--- config.mk ---
export PLATFORM = sky130hd
export DESIGN_NAME = pmid_minsel
export DESIGN_NICKNAME = d
export VERILOG_FILES = /design/src/sv/pmid_pkg.sv /design/src/sv/pmid_minsel.sv
export SDC_FILE = /design/constraint.sdc
export NUM_CORES = 2
export LEC_CHECK = 0
export BUFFER_PORTS_ARGS = -buffer_cell sky130_fd_sc_hd__buf_2
export CORE_MARGIN = 5
export CORE_UTILIZATION = 35
export DETAILED_ROUTE_END_ITERATION = 8
export PLACE_DENSITY = 0.57
export SLEW_MARGIN = 25
export SYNTH_ARGS = -nofsm -noshare
export SYNTH_HDL_FRONTEND = slang
export SYNTH_SLANG_ARGS = --single-unit
--- constraint.sdc ---
create_clock -name clk -period 12.2 [get_ports clk]
set_clock_uncertainty 0.2 [all_clocks]
set_input_delay 1.83 -clock clk [delete_from_list [all_inputs] [get_ports clk]]
set_output_delay 1.83 -clock clk [all_outputs]
set_load 0.02 [all_outputs]
--- src/sv/pmid_pkg.sv ---
// Shared widths and defaults for the periodic minimum-image distance unit.
package pmid_pkg;

	localparam int IN_W         = 16;
	localparam int CFG_W        = 9;
	localparam int OUT_W        = 20;
	localparam int NCOORD       = 6;
	localparam int NIMAGE       = 27;
	localparam int MAX_SIDE_DEF = 256;
	localparam int BOX_SIDE_RST = 256;

	localparam logic [OUT_W-1:0] OUT_MAX = '1;

endpackage

--- src/sv/pmid_minsel.sv ---
// Registered three-way minimum tree over the image sums, with output saturation.
module pmid_minsel import pmid_pkg::*; #(
	parameter int MAX_SIDE = MAX_SIDE_DEF
) (
	input  logic                                  clk,
	input  logic                                  arst_n,
	input  logic                                  in_valid,
	input  logic [2*($clog2(MAX_SIDE+1)+4)+1:0]   img_sum [NIMAGE],
	output logic                                  out_valid,
	output logic [OUT_W-1:0]                      result
);

	localparam int SW   = $clog2(MAX_SIDE + 1);
	localparam int SUMW = 2 * (SW + 4) + 2;

	function automatic logic [SUMW-1:0] min3(input logic [SUMW-1:0] a,
			input logic [SUMW-1:0] b, input logic [SUMW-1:0] c);
		logic [SUMW-1:0] m;
		m = (b < a) ? b : a;
		return (c < m) ? c : m;
	endfunction

	logic            v_s10, v_s11, v_s12;
	logic [SUMW-1:0] grp_s10 [9];
	logic [SUMW-1:0] grp_s11 [3];
	logic [SUMW-1:0] low;
	logic [OUT_W-1:0] res_s12;

	always_ff @(posedge clk or negedge arst_n) begin
		if (!arst_n) begin
			v_s10 <= 1'b0;
			v_s11 <= 1'b0;
			v_s12 <= 1'b0;
		end else begin
			v_s10 <= in_valid;
			v_s11 <= v_s10;
			v_s12 <= v_s11;
		end
	end

	assign low = min3(grp_s11[0], grp_s11[1], grp_s11[2]);

	always_ff @(posedge clk) begin
		for (int g = 0; g < 9; g++)
			grp_s10[g] <= min3(img_sum[3*g], img_sum[3*g + 1], img_sum[3*g + 2]);
		for (int g = 0; g < 3; g++)
			grp_s11[g] <= min3(grp_s10[3*g], grp_s10[3*g + 1], grp_s10[3*g + 2]);
		// clip to the output range
		if (low > OUT_MAX)
			res_s12 <= OUT_MAX;
		else
			res_s12 <= OUT_W'(low);
	end

	assign out_valid = v_s12;
	assign result    = res_s12;

	a_min_le_centre: assert property (@(posedge clk) disable iff (!arst_n)
		v_s10 |-> grp_s10[4] <= $past(img_sum[13]))
		else $error("group minimum above the unshifted image");

	a_min_le_group: assert property (@(posedge clk) disable iff (!arst_n)
		v_s11 |-> (grp_s11[0] <= $past(grp_s10[0])) && (grp_s11[1] <= $past(grp_s10[3]))
			&& (grp_s11[2] <= $past(grp_s10[6])))
		else $error("second tree level above its inputs");

endmodule

==> summary.md <==
| Metric | Value |
|---|---|
| Post-place setup slack | 4.70 ns |
| Worst-margin pin slew | 0.920 ns |
| FF+latch count, synth | 359 |
| Effective utilization at floorplan | 35.1% |
| Post-Route WL | roughly 120000 µm |
| NetSw | ~2.8 mW |
| Post-synth EDFFs | 0 |
| Max_slew headroom | 38.7% |
| Setup Crit Path Kind | input pin to flip-flop |
| Tcrit/Tclk final | 56.7% |
| Detail Route Antenna Nets | 0 |
| Cells after Synth | 3847 |
| Reg power frac | between 20% and 30% |
| HP Class | flip-flop to flip-flop |
| WP data arrival | between 7 and 8 ns |
| Final nets | 6059 |
| Buffers & Inverters on Critical Path | 3 |
| Crit path launch type | input pin |
| Clock-pin transition on the worst setup and hold timing paths | 0.06 ns |
| Initial antenna violation count | 37 |
| Synthesized Nets | 5308 |
| Syn_area_per_cell | 8.48 µm² |
| Count of different cell masters after synthesis | 70 |
| Root Buffer | clkbuf_16 |
| Row count | 112 |
| Primary FF master, synth | dfxtp_1 |
| Leading area contributor after synthesis | ha_1 |
| Ranking of synthesized cells by area | ha_1 (27%), dfxtp_1 (22%), mux2i_1 (16%), inv_1 (7.3%), a21oi_1 (5.0%) |
| CTS tree | done |
| Min Hold Slack | 0.151 ns |
| Die Height | 315 µm |
| Status | complete, no violations |
| Final worst slack | 5.29 ns |
| Final setup viols | 0 |
| RSZ-0062 raised after global routing | false |
| CP Data Required Time | 12.48 ns |
| Total negative slack | 0 ns |
| CTS buffer count | 40 |
| GR Overflow Total | 0 |
| Largest net degree at the start of global routing | 56 |
| Layout cells sized above 1 | between 10% and 20% |
| Synth async-reset ratio | less than 1% |
| Filler cells | 9391 |
| Vias per inst | slightly above 5 |
| Hold buffer count at CTS | 0 |
| Non-filler cells, final | 5909 |
| Max_cap viols | 0 |
| Vias in the first global route | 30.0k |
| Minimum clock period | 6.91 ns |
| Post-CTS Resized | 0 |
| Die ar. | 0.0994 mm² |
| Post-synth top area share | 26.9% |
| Slowest CP cell | o41ai_4 |
| Sequential share of the synthesized area | 22.1% |
| CP peak stage delay | ~0.65 ns |
| WL per Instance | around 20 µm |
| I/O Buffers | 779 |
| H-tree depth | 2 |
| HPWL after DPL | roughly 100000 µm |
| Drc violations | 0 |
| Wire length of the first global-routing pass | 170000 µm |
| Clk pwr share | 20.6% |
| I/O pins | slightly below 800 |
| Most frequent cells after synthesis | ha_1 (702), inv_1 (634), mux2i_1 (517) |
| Initial drt markers | between 1k and 1.5k |
| Internal Power | 3.86 mW |
| CP Cell Sequence | buf_2 -> ha_1 -> a211o_1 -> a31oi_1 -> nor4_1 -> a2111oi_0 -> o41ai_1 -> o21ai_4 -> buf_4 -> mux2i_1 -> ha_1 -> a21o_1 -> a21o_1 -> a2111oi_0 -> o21bai_1 -> a21oi_1 -> nand2_1 -> o41ai_4 -> buf_4 -> mux2i_1 |
| Top delay family on crit path | compound AO/OA/AOI/OAI gates |
| Vias post-DR | 29.7k |
| Layout area overhead | 21.7% |
| Die Wd | 315 µm |
| Fin. Hold Viols | 0 |
| Max Slew Vio Count | 0 |
| Final core occ | 42.7% |
| IR drop worst, VDD | approximately 0.16 mV |
| Cell Area, Synth | between 0.03 and 0.04 mm² |
| CP Capture Type | flip-flop |
| Critical path fanouts, max | 19 |
| CTS sink count | ~360 |
| Most common cell in the netlist | ha_1 |
| Net Sw Frac | approximately 42% |
| Achievable frequency | 145 MHz |
| Pre-antenna DRT Iters | 5 |
| Yosys warning total | 0 |
| Worst-Skew Late Latency | 0.58 ns |
| Pwr/cell area | 168 mW/mm² |
| All-Layer GR Usage | 22.1% |
| Gate power share | 52.3% |
| Post-CTS setup buffer count | 0 |
| RePlAce Congestion | 0.922 |
| Placed cells | 5810 |
| Clock Tree Buf Depth | 3 |
| Leakage power | 22.4 nW |
| Core ar. | approximately 0.093 mm² |
==> power groups by stage <==
| stage | registers, mW | clock network (mW) | logic, mW |
|---|---|---|---|
| 2_1_floorplan | 1.68 | 0 | 2.47 |
| 3_3_place_gp | 1.84 | 0 | 3.41 |
| 3_5_place_dp | 1.84 | 0 | 3.47 |
| 4_1_cts | 1.82 | 1.42 | 3.50 |
| 5_1_grt | 1.85 | 1.47 | 3.92 |
| 6_report | 1.81 | 1.37 | 3.48 |
==> sequential cells by signal, indices dropped and copies added (netlist names) <==
signal     cells
out_valid      1
grp_s11       84
grp_s10      252
v_s11          1
result        20
v_s10          1
==> path summary, 6_finish.rpt <==
check                                               end               startpoint  slack [ns]  cells after the start
worst min register to register          v_s11$_DFF_PN0_          v_s10$_DFF_PN0_        0.15                      0
worst max register to register   grp_s11[0][69]$_DFF_P_  grp_s10[0][177]$_DFF_P_        6.26                     19
worst min-delay path                    v_s11$_DFF_PN0_          v_s10$_DFF_PN0_        0.15                      0
max in group asynchronous               v_s11$_DFF_PN0_                   arst_n       10.85                      1
min in group asynchronous           out_valid$_DFF_PN0_                   arst_n        0.85                      1
worst max-delay path            grp_s10[0][227]$_DFF_P_              img_sum[30]        5.29                     20
==> metrics by stage <==
step	cell area [µm²]	power (mW)
global route	39700	7.24
global placement	38000	5.25
floorplan	32600	4.15
CTS	39600	6.73
finish	39700	6.67
detailed placement	38100	5.31
==> worst reg2reg max path, delay by kind of cell, from the launching register on <==
family | cells | cell delay [ns]
flip-flops | 1 | 0.32
multiplexers | 1 | 0.43
AND/OR/NAND/NOR | 7 | 1.86
adder cells (fa/ha/maj) | 2 | 0.50
buffers and inverters | 2 | 0.46
AO/OA/AOI/OAI | 7 | 1.99
==> routing by layer <==
layer / wire length (µm) / track usage, % / vias to the layer above / part of all wire, %
met5: 93 / 0 / - / 0.081
li1: - / - / 15182 / -
met1: 48400 / 26.7 / 13648 / 42
met3: 6080 / 4.01 / 156 / 5.3
met2: 57600 / 40.4 / 693 / 50
met4: 3050 / 5.83 / 16 / 2.6
==> cell type report <==
| class | instances | area [µm²] | share of cell area (%) |
|---|---|---|---|
| antenna | 26 | 65.1 | 0.164 |
| clock buffer | 49 | 1090 | 2.76 |
| clock inverter | 24 | 427 | 1.07 |
| inverter | 634 | 2380 | 6.00 |
| multi-input combinational | 2755 | 22800 | 57.4 |
| sequential | 359 | 7200 | 18.1 |
| tap | 1254 | 1570 | 3.95 |
| timing repair buffer | 808 | 4180 | 10.5 |
==> kinds of logic (layout without fill, tap and decap cells) <==
logic type      Yosys count  after routing  share of synthesized area (%)
compound gates          859            859                           16.3
buf+inv                 733           1515                           8.69
fa+ha+maj               702            702                           26.9
simple gates            671            671                           9.89
mux                     523            523                           16.1
flops                   359            359                           22.1
other cells               0             26                              0
==> placed cells by master (no fill, tap or decap), types with 23 or more instances in the layout <==
master / n
a211oi_1: 45
a21o_1: 154
a21oi_1: 320
buf_2: 779
buf_4: 26
clkbuf_16: 40
dfxtp_1: 356
diode_2: 26
ha_1: 702
inv_1: 634
mux2i_1: 517
nand2_1: 121
nand3_1: 46
nand4_1: 118
nor2_1: 242
nor2b_1: 23
nor3_1: 25
o211ai_1: 23
o21ai_0: 179
Note: power is estimated with default switching activity, not from simulation.
