### src/sv/pmid_pkg.sv
// Shared widths and defaults for the periodic minimum-image distance unit.
package pmid_pkg;

	localparam int IN_W         = 16;
	localparam int CFG_W        = 9;
	localparam int OUT_W        = 20;
	localparam int NCOORD       = 6;
	localparam int NIMAGE       = 27;
	localparam int MAX_SIDE_DEF = 256;
	localparam int BOX_SIDE_RST = 256;

	localparam logic [OUT_W-1:0] OUT_MAX = '1;

endpackage

### src/sv/pmid_wrap.sv
// Pipelined reduction of all six coordinates into the range 0 to side-1.
module pmid_wrap import pmid_pkg::*; #(
	parameter int MAX_SIDE = MAX_SIDE_DEF
) (
	input  logic                                  clk,
	input  logic                                  arst_n,
	input  logic                                  in_valid,
	input  logic signed [IN_W-1:0]                coord [NCOORD],
	input  logic [$clog2(MAX_SIDE+1)-1:0]         side,
	output logic                                  out_valid,
	output logic [$clog2(MAX_SIDE)-1:0]           red [NCOORD]
);

	localparam int SW = $clog2(MAX_SIDE + 1);
	localparam int RW = $clog2(MAX_SIDE);

	// four remainder steps, most significant bit first
	function automatic logic [SW-1:0] rem_step(input logic [SW-1:0] r,
			input logic [3:0] bits, input logic [SW-1:0] sd);
		logic [SW:0]   t;
		logic [SW-1:0] rv;
		rv = r;
		for (int b = 3; b >= 0; b--) begin
			t = {rv, bits[b]};
			if (t >= {1'b0, sd})
				t = t - {1'b0, sd};
			rv = t[SW-1:0];
		end
		return rv;
	endfunction

	logic v_s1, v_s2, v_s3, v_s4, v_s5, v_s6;
	logic            neg_s1 [NCOORD];
	logic            neg_s2 [NCOORD];
	logic            neg_s3 [NCOORD];
	logic            neg_s4 [NCOORD];
	logic            neg_s5 [NCOORD];
	logic [IN_W-1:0] mag_s1 [NCOORD];
	logic [IN_W-1:0] mag_s2 [NCOORD];
	logic [IN_W-1:0] mag_s3 [NCOORD];
	logic [IN_W-1:0] mag_s4 [NCOORD];
	logic [SW-1:0]   rem_s2 [NCOORD];
	logic [SW-1:0]   rem_s3 [NCOORD];
	logic [SW-1:0]   rem_s4 [NCOORD];
	logic [SW-1:0]   rem_s5 [NCOORD];
	logic [RW-1:0]   red_s6 [NCOORD];

	always_ff @(posedge clk or negedge arst_n) begin
		if (!arst_n) begin
			v_s1 <= 1'b0;
			v_s2 <= 1'b0;
			v_s3 <= 1'b0;
			v_s4 <= 1'b0;
			v_s5 <= 1'b0;
			v_s6 <= 1'b0;
		end else begin
			v_s1 <= in_valid;
			v_s2 <= v_s1;
			v_s3 <= v_s2;
			v_s4 <= v_s3;
			v_s5 <= v_s4;
			v_s6 <= v_s5;
		end
	end

	always_ff @(posedge clk) begin
		for (int c = 0; c < NCOORD; c++) begin
			// split into sign and magnitude; the most negative value maps to 2^15
			neg_s1[c] <= coord[c][IN_W-1];
			mag_s1[c] <= coord[c][IN_W-1] ? (~coord[c] + 1'b1) : coord[c];

			neg_s2[c] <= neg_s1[c];
			mag_s2[c] <= mag_s1[c];
			rem_s2[c] <= rem_step('0, mag_s1[c][15:12], side);

			neg_s3[c] <= neg_s2[c];
			mag_s3[c] <= mag_s2[c];
			rem_s3[c] <= rem_step(rem_s2[c], mag_s2[c][11:8], side);

			neg_s4[c] <= neg_s3[c];
			mag_s4[c] <= mag_s3[c];
			rem_s4[c] <= rem_step(rem_s3[c], mag_s3[c][7:4], side);

			neg_s5[c] <= neg_s4[c];
			rem_s5[c] <= rem_step(rem_s4[c], mag_s4[c][3:0], side);

			// fold a negative remainder back into range
			if (neg_s5[c] && (rem_s5[c] != '0))
				red_s6[c] <= RW'(side - rem_s5[c]);
			else
				red_s6[c] <= RW'(rem_s5[c]);
		end
	end

	assign out_valid = v_s6;
	assign red       = red_s6;

	a_red_range: assert property (@(posedge clk) disable iff (!arst_n)
		v_s6 |-> ({1'b0, red_s6[0]} < side) && ({1'b0, red_s6[1]} < side) &&
			({1'b0, red_s6[2]} < side) && ({1'b0, red_s6[3]} < side) &&
			({1'b0, red_s6[4]} < side) && ({1'b0, red_s6[5]} < side))
		else $error("reduced coordinate not below side");

endmodule

### config.mk
export PLATFORM = sky130hd
export DESIGN_NAME = pmid_wrap
export DESIGN_NICKNAME = d
export VERILOG_FILES = /design/src/sv/pmid_pkg.sv /design/src/sv/pmid_wrap.sv
export SDC_FILE = /design/constraint.sdc
export NUM_CORES = 2
export LEC_CHECK = 0
export BUFFER_PORTS_ARGS = -buffer_cell sky130_fd_sc_hd__buf_2
export CAP_MARGIN = 15
export CELL_PAD_IN_SITES_DETAIL_PLACEMENT = 1
export CELL_PAD_IN_SITES_GLOBAL_PLACEMENT = 1
export CORE_AREA = 2 2 326 328
export DETAILED_ROUTE_END_ITERATION = 16
export DIE_AREA = 0 0 328 330
export PLACE_DENSITY_LB_ADDON = 0.1
export SLEW_MARGIN = 20
export SYNTH_ARGS = -nofsm -noshare
export SYNTH_HDL_FRONTEND = slang
export SYNTH_SLANG_ARGS = --single-unit
### constraint.sdc
create_clock -name clk -period 13.6 [get_ports clk]
set_clock_uncertainty 0.1 [all_clocks]
set_input_delay 2.04 -clock clk [delete_from_list [all_inputs] [get_ports clk]]
set_output_delay 2.04 -clock clk [all_outputs]
set_load 0.03 [all_outputs]
==> results.json <==
{
  "status": "complete, no violations",
  "hold_class": "reg -> reg",
  "num_vias": 49900,
  "place_inst": 8104,
  "crit_path_max_fanout": 25,
  "syn_nets": 7637,
  "vias_per_cell": 6.06,
  "ctsResizeCount": 0,
  "htree_levels": 3,
  "yosys.area_share.simple": 0.137,
  "rrSetupSlack_ns": 3.69,
  "overflow": 0,
  "drc": 0,
  "worstPathRequired_ns": 14.04,
  "cts.reportedPaths.clkPinSlew_ns": 0.06,
  "routedWlPerCell_um": 20.8,
  "holdBufCountCts": 0,
  "track_usage": 0.311,
  "tightest_slew_ns": 1.12,
  "ys_seq_area_frac": 0.193,
  "async_reset_ff_frac": 0.0111,
  "drtIter0Drc": 2226,
  "post-cts-setup-buffer-count": 0,
  "grt_pass1_vias": 52800,
  "avgSynthCellArea_sq_um": 8.55,
  "final_cells": 8227,
  "rsz0062_at_grt": "false",
  "port_buffers": 156,
  "path_class": "in -> reg",
  "cts_tree": "done",
  "slowest_stage": "a31oi_1",
  "place.gp.congestion": 0.894,
  "start_util": 0.536,
  "rows": 119,
  "ys_types": 89,
  "crit_path_start_kind": "input pin",
  "postRouteAntennaNets": 0,
  "totalWireLength_mm": 171,
  "hold_depth": 0,
  "yosys-top-cells-area": "ha_1 (19%), dfxtp_1 (19%), mux2_2 (8.5%)",
  "first_pass_iters": 5,
  "cap_violations": 0,
  "rr_startpoint": "mag_s4[4][3]$_DFF_P_",
  "tns_ns": 0,
  "netlist.area_leader.share": 0.194,
  "syn_area_sq_mm": 0.0561,
  "worstHoldEndpoint": "mag_s3[3][5]$_DFF_P_",
  "area.growth.synth_to_final_pct": 9.47,
  "synth_compound_area_frac": 0.201,
  "post-route-period-util": 0.851,
  "synth-edff-count": 0,
  "r2r_cells": 34,
  "slew_viol_final": 0,
  "cts_root_buffer": "clkbuf_16",
  "r2r-end": "rem_s5[4][6]$_DFF_P_",
  "synth-adder-area-share": 0.228,
  "drive_above_1_share": 0.128,
  "numCtsBuffers": 68,
  "cp_slowest_stage_delay_ns": 0.82,
  "synthXorXnorAreaFrac": 0.0966,
  "crit_path_start": "side[0]",
  "cts.sinks": 540,
  "yosysTopAreaCell": "ha_1",
  "slew_headroom": 0.251,
  "antenna_found_initial": 4,
  "netlist_instances": 6563,
  "max_freq_ghz": 0.0864,
  "synth_flop_cell": "dfxtp_1",
  "synthMuxAreaShare": 0.106,
  "n_fill_cell": 12500,
  "cp.arrival_ns": 12.02,
  "ys.warnings.count": 0,
  "grt_max_degree": 72,
  "dpl.hpwl_mm": 131,
  "cts_buffer_depth": 3,
  "period_minus_slack_ns": 11.58,
  "clkLatencyLatePin_ns": 0.66,
  "core_area_sq_mm": 0.105,
  "hold_viol": 0,
  "crit_path_end_kind": "flop",
  "ys_seq_elements": 540,
  "dieArea_sq_mm": 0.108,
  "layout.nets": 7858,
  "fp.dieW_um": 328,
  "ios": 157,
  "die_h_um": 330,
  "worstHoldStart": "mag_s2[3][5]$_DFF_P_",
  "setup_viol": 0,
  "fin_ws_ns": 2.02,
  "synth_top_family_by_area": "adder cells",
  "grt_pass1_wl_mm": 276,
  "antennaDiodeCount": 0,
  "place_ws_ns": 1.64
}
worst max-delay path, delay by kind of cell:
kind | cells | cell delay (ns)
compound gates | 14 | 4.59
fa+ha+maj | 5 | 2.05
buf+inv | 3 | 0.67
mux | 2 | 0.68
simple gates | 11 | 1.94
per-stage QoR:
stage / util / hold WS, ns / area [sq um]
floorplan: - / 0.210 / 56300
global placement: 0.565 / 0.210 / 59100
detailed placement: 0.565 / 0.213 / 59100
CTS: 0.587 / 0.220 / 61400
global route: 0.587 / 0.220 / 61400
finish: 0.587 / 0.220 / 61400
how the worst max path moves through the flow:
| stage | to | cells after the start |
|---|---|---|
| 2_1_floorplan | rem_s5[0][1]$_DFF_P_ | 33 |
| 3_3_place_gp | rem_s3[5][7]$_DFF_P_ | 37 |
| 3_5_place_dp | rem_s4[2][0]$_DFF_P_ | 37 |
| 4_1_cts | rem_s4[2][0]$_DFF_P_ | 37 |
| 5_1_grt | rem_s4[2][0]$_DFF_P_ | 38 |
| 6_report | rem_s5[4][6]$_DFF_P_ | 35 |
synthesized netlist by cell type (all sizes together) (63+ instances only):
cell type	count
a21o	212
nand2	362
mux2i	106
o31ai	73
o21ai	463
clkbuf	64
nand2b	95
nand4	129
a21oi	520
fa	96
a211oi	63
inv	493
xnor2	417
mux2	429
nor2b	127
nor2	438
dfxtp	534
o21bai	85
o21a	70
ha	870
xor2	202
nand3	67
nor3	105
placed cells by master, fill, tap and decap left out, types with 100 or more instances in the layout:
cell and instances:
a21o_1 212, a21oi_1 514, buf_2 154, dfxtp_1 534, ha_1 870, inv_1 485
mux2_2 421, mux2i_1 100, nand2_1 360, nand4_1 129, nor2_1 436, nor2b_1 127
nor3_1 104, o21ai_0 455, xnor2_1 417, xor2_1 202
cells by family (layout without fill, tap and decap cells):
family          Yosys count  after routing
simple gates           1561           1561
xor+xnor                619            619
mux                     535            535
buf+inv                 564            837
fa+ha+maj               966            966
compound gates         1778           1778
flops                   540            540
registers in the layout, indices dropped and copies added (netlist names), 6 cells and up:
register  flops
mag_s2       72
neg_s3        6
mag_s4       24
mag_s1       96
rem_s4       54
red          48
rem_s2       54
mag_s3       48
neg_s2        6
neg_s5        6
neg_s4        6
rem_s3       54
neg_s1        6
rem_s5       54
layout make-up:
type	instances	area, sq um	area share
multi-input combinational	5459	43300	0.705
sequential	540	10800	0.177
clock buffer	93	1950	0.0317
inverter	493	1890	0.0307
tap	1391	1740	0.0283
timing repair buffer	222	1400	0.0228
clock inverter	29	298	0.00485
layer usage:
layer / vias to the layer above / track usage / wire length (um)
met5: - / 0 / 41
met4: 6 / 0.110 / 6250
met3: 326 / 0.0348 / 4820
met2: 719 / 0.553 / 83200
met1: 24500 / 0.388 / 77200
li1: 24300 / - / -
Power is left out: the tool's default activity adds up to more than one toggle a clock period on the data nets, which glitch-free logic cannot reach.
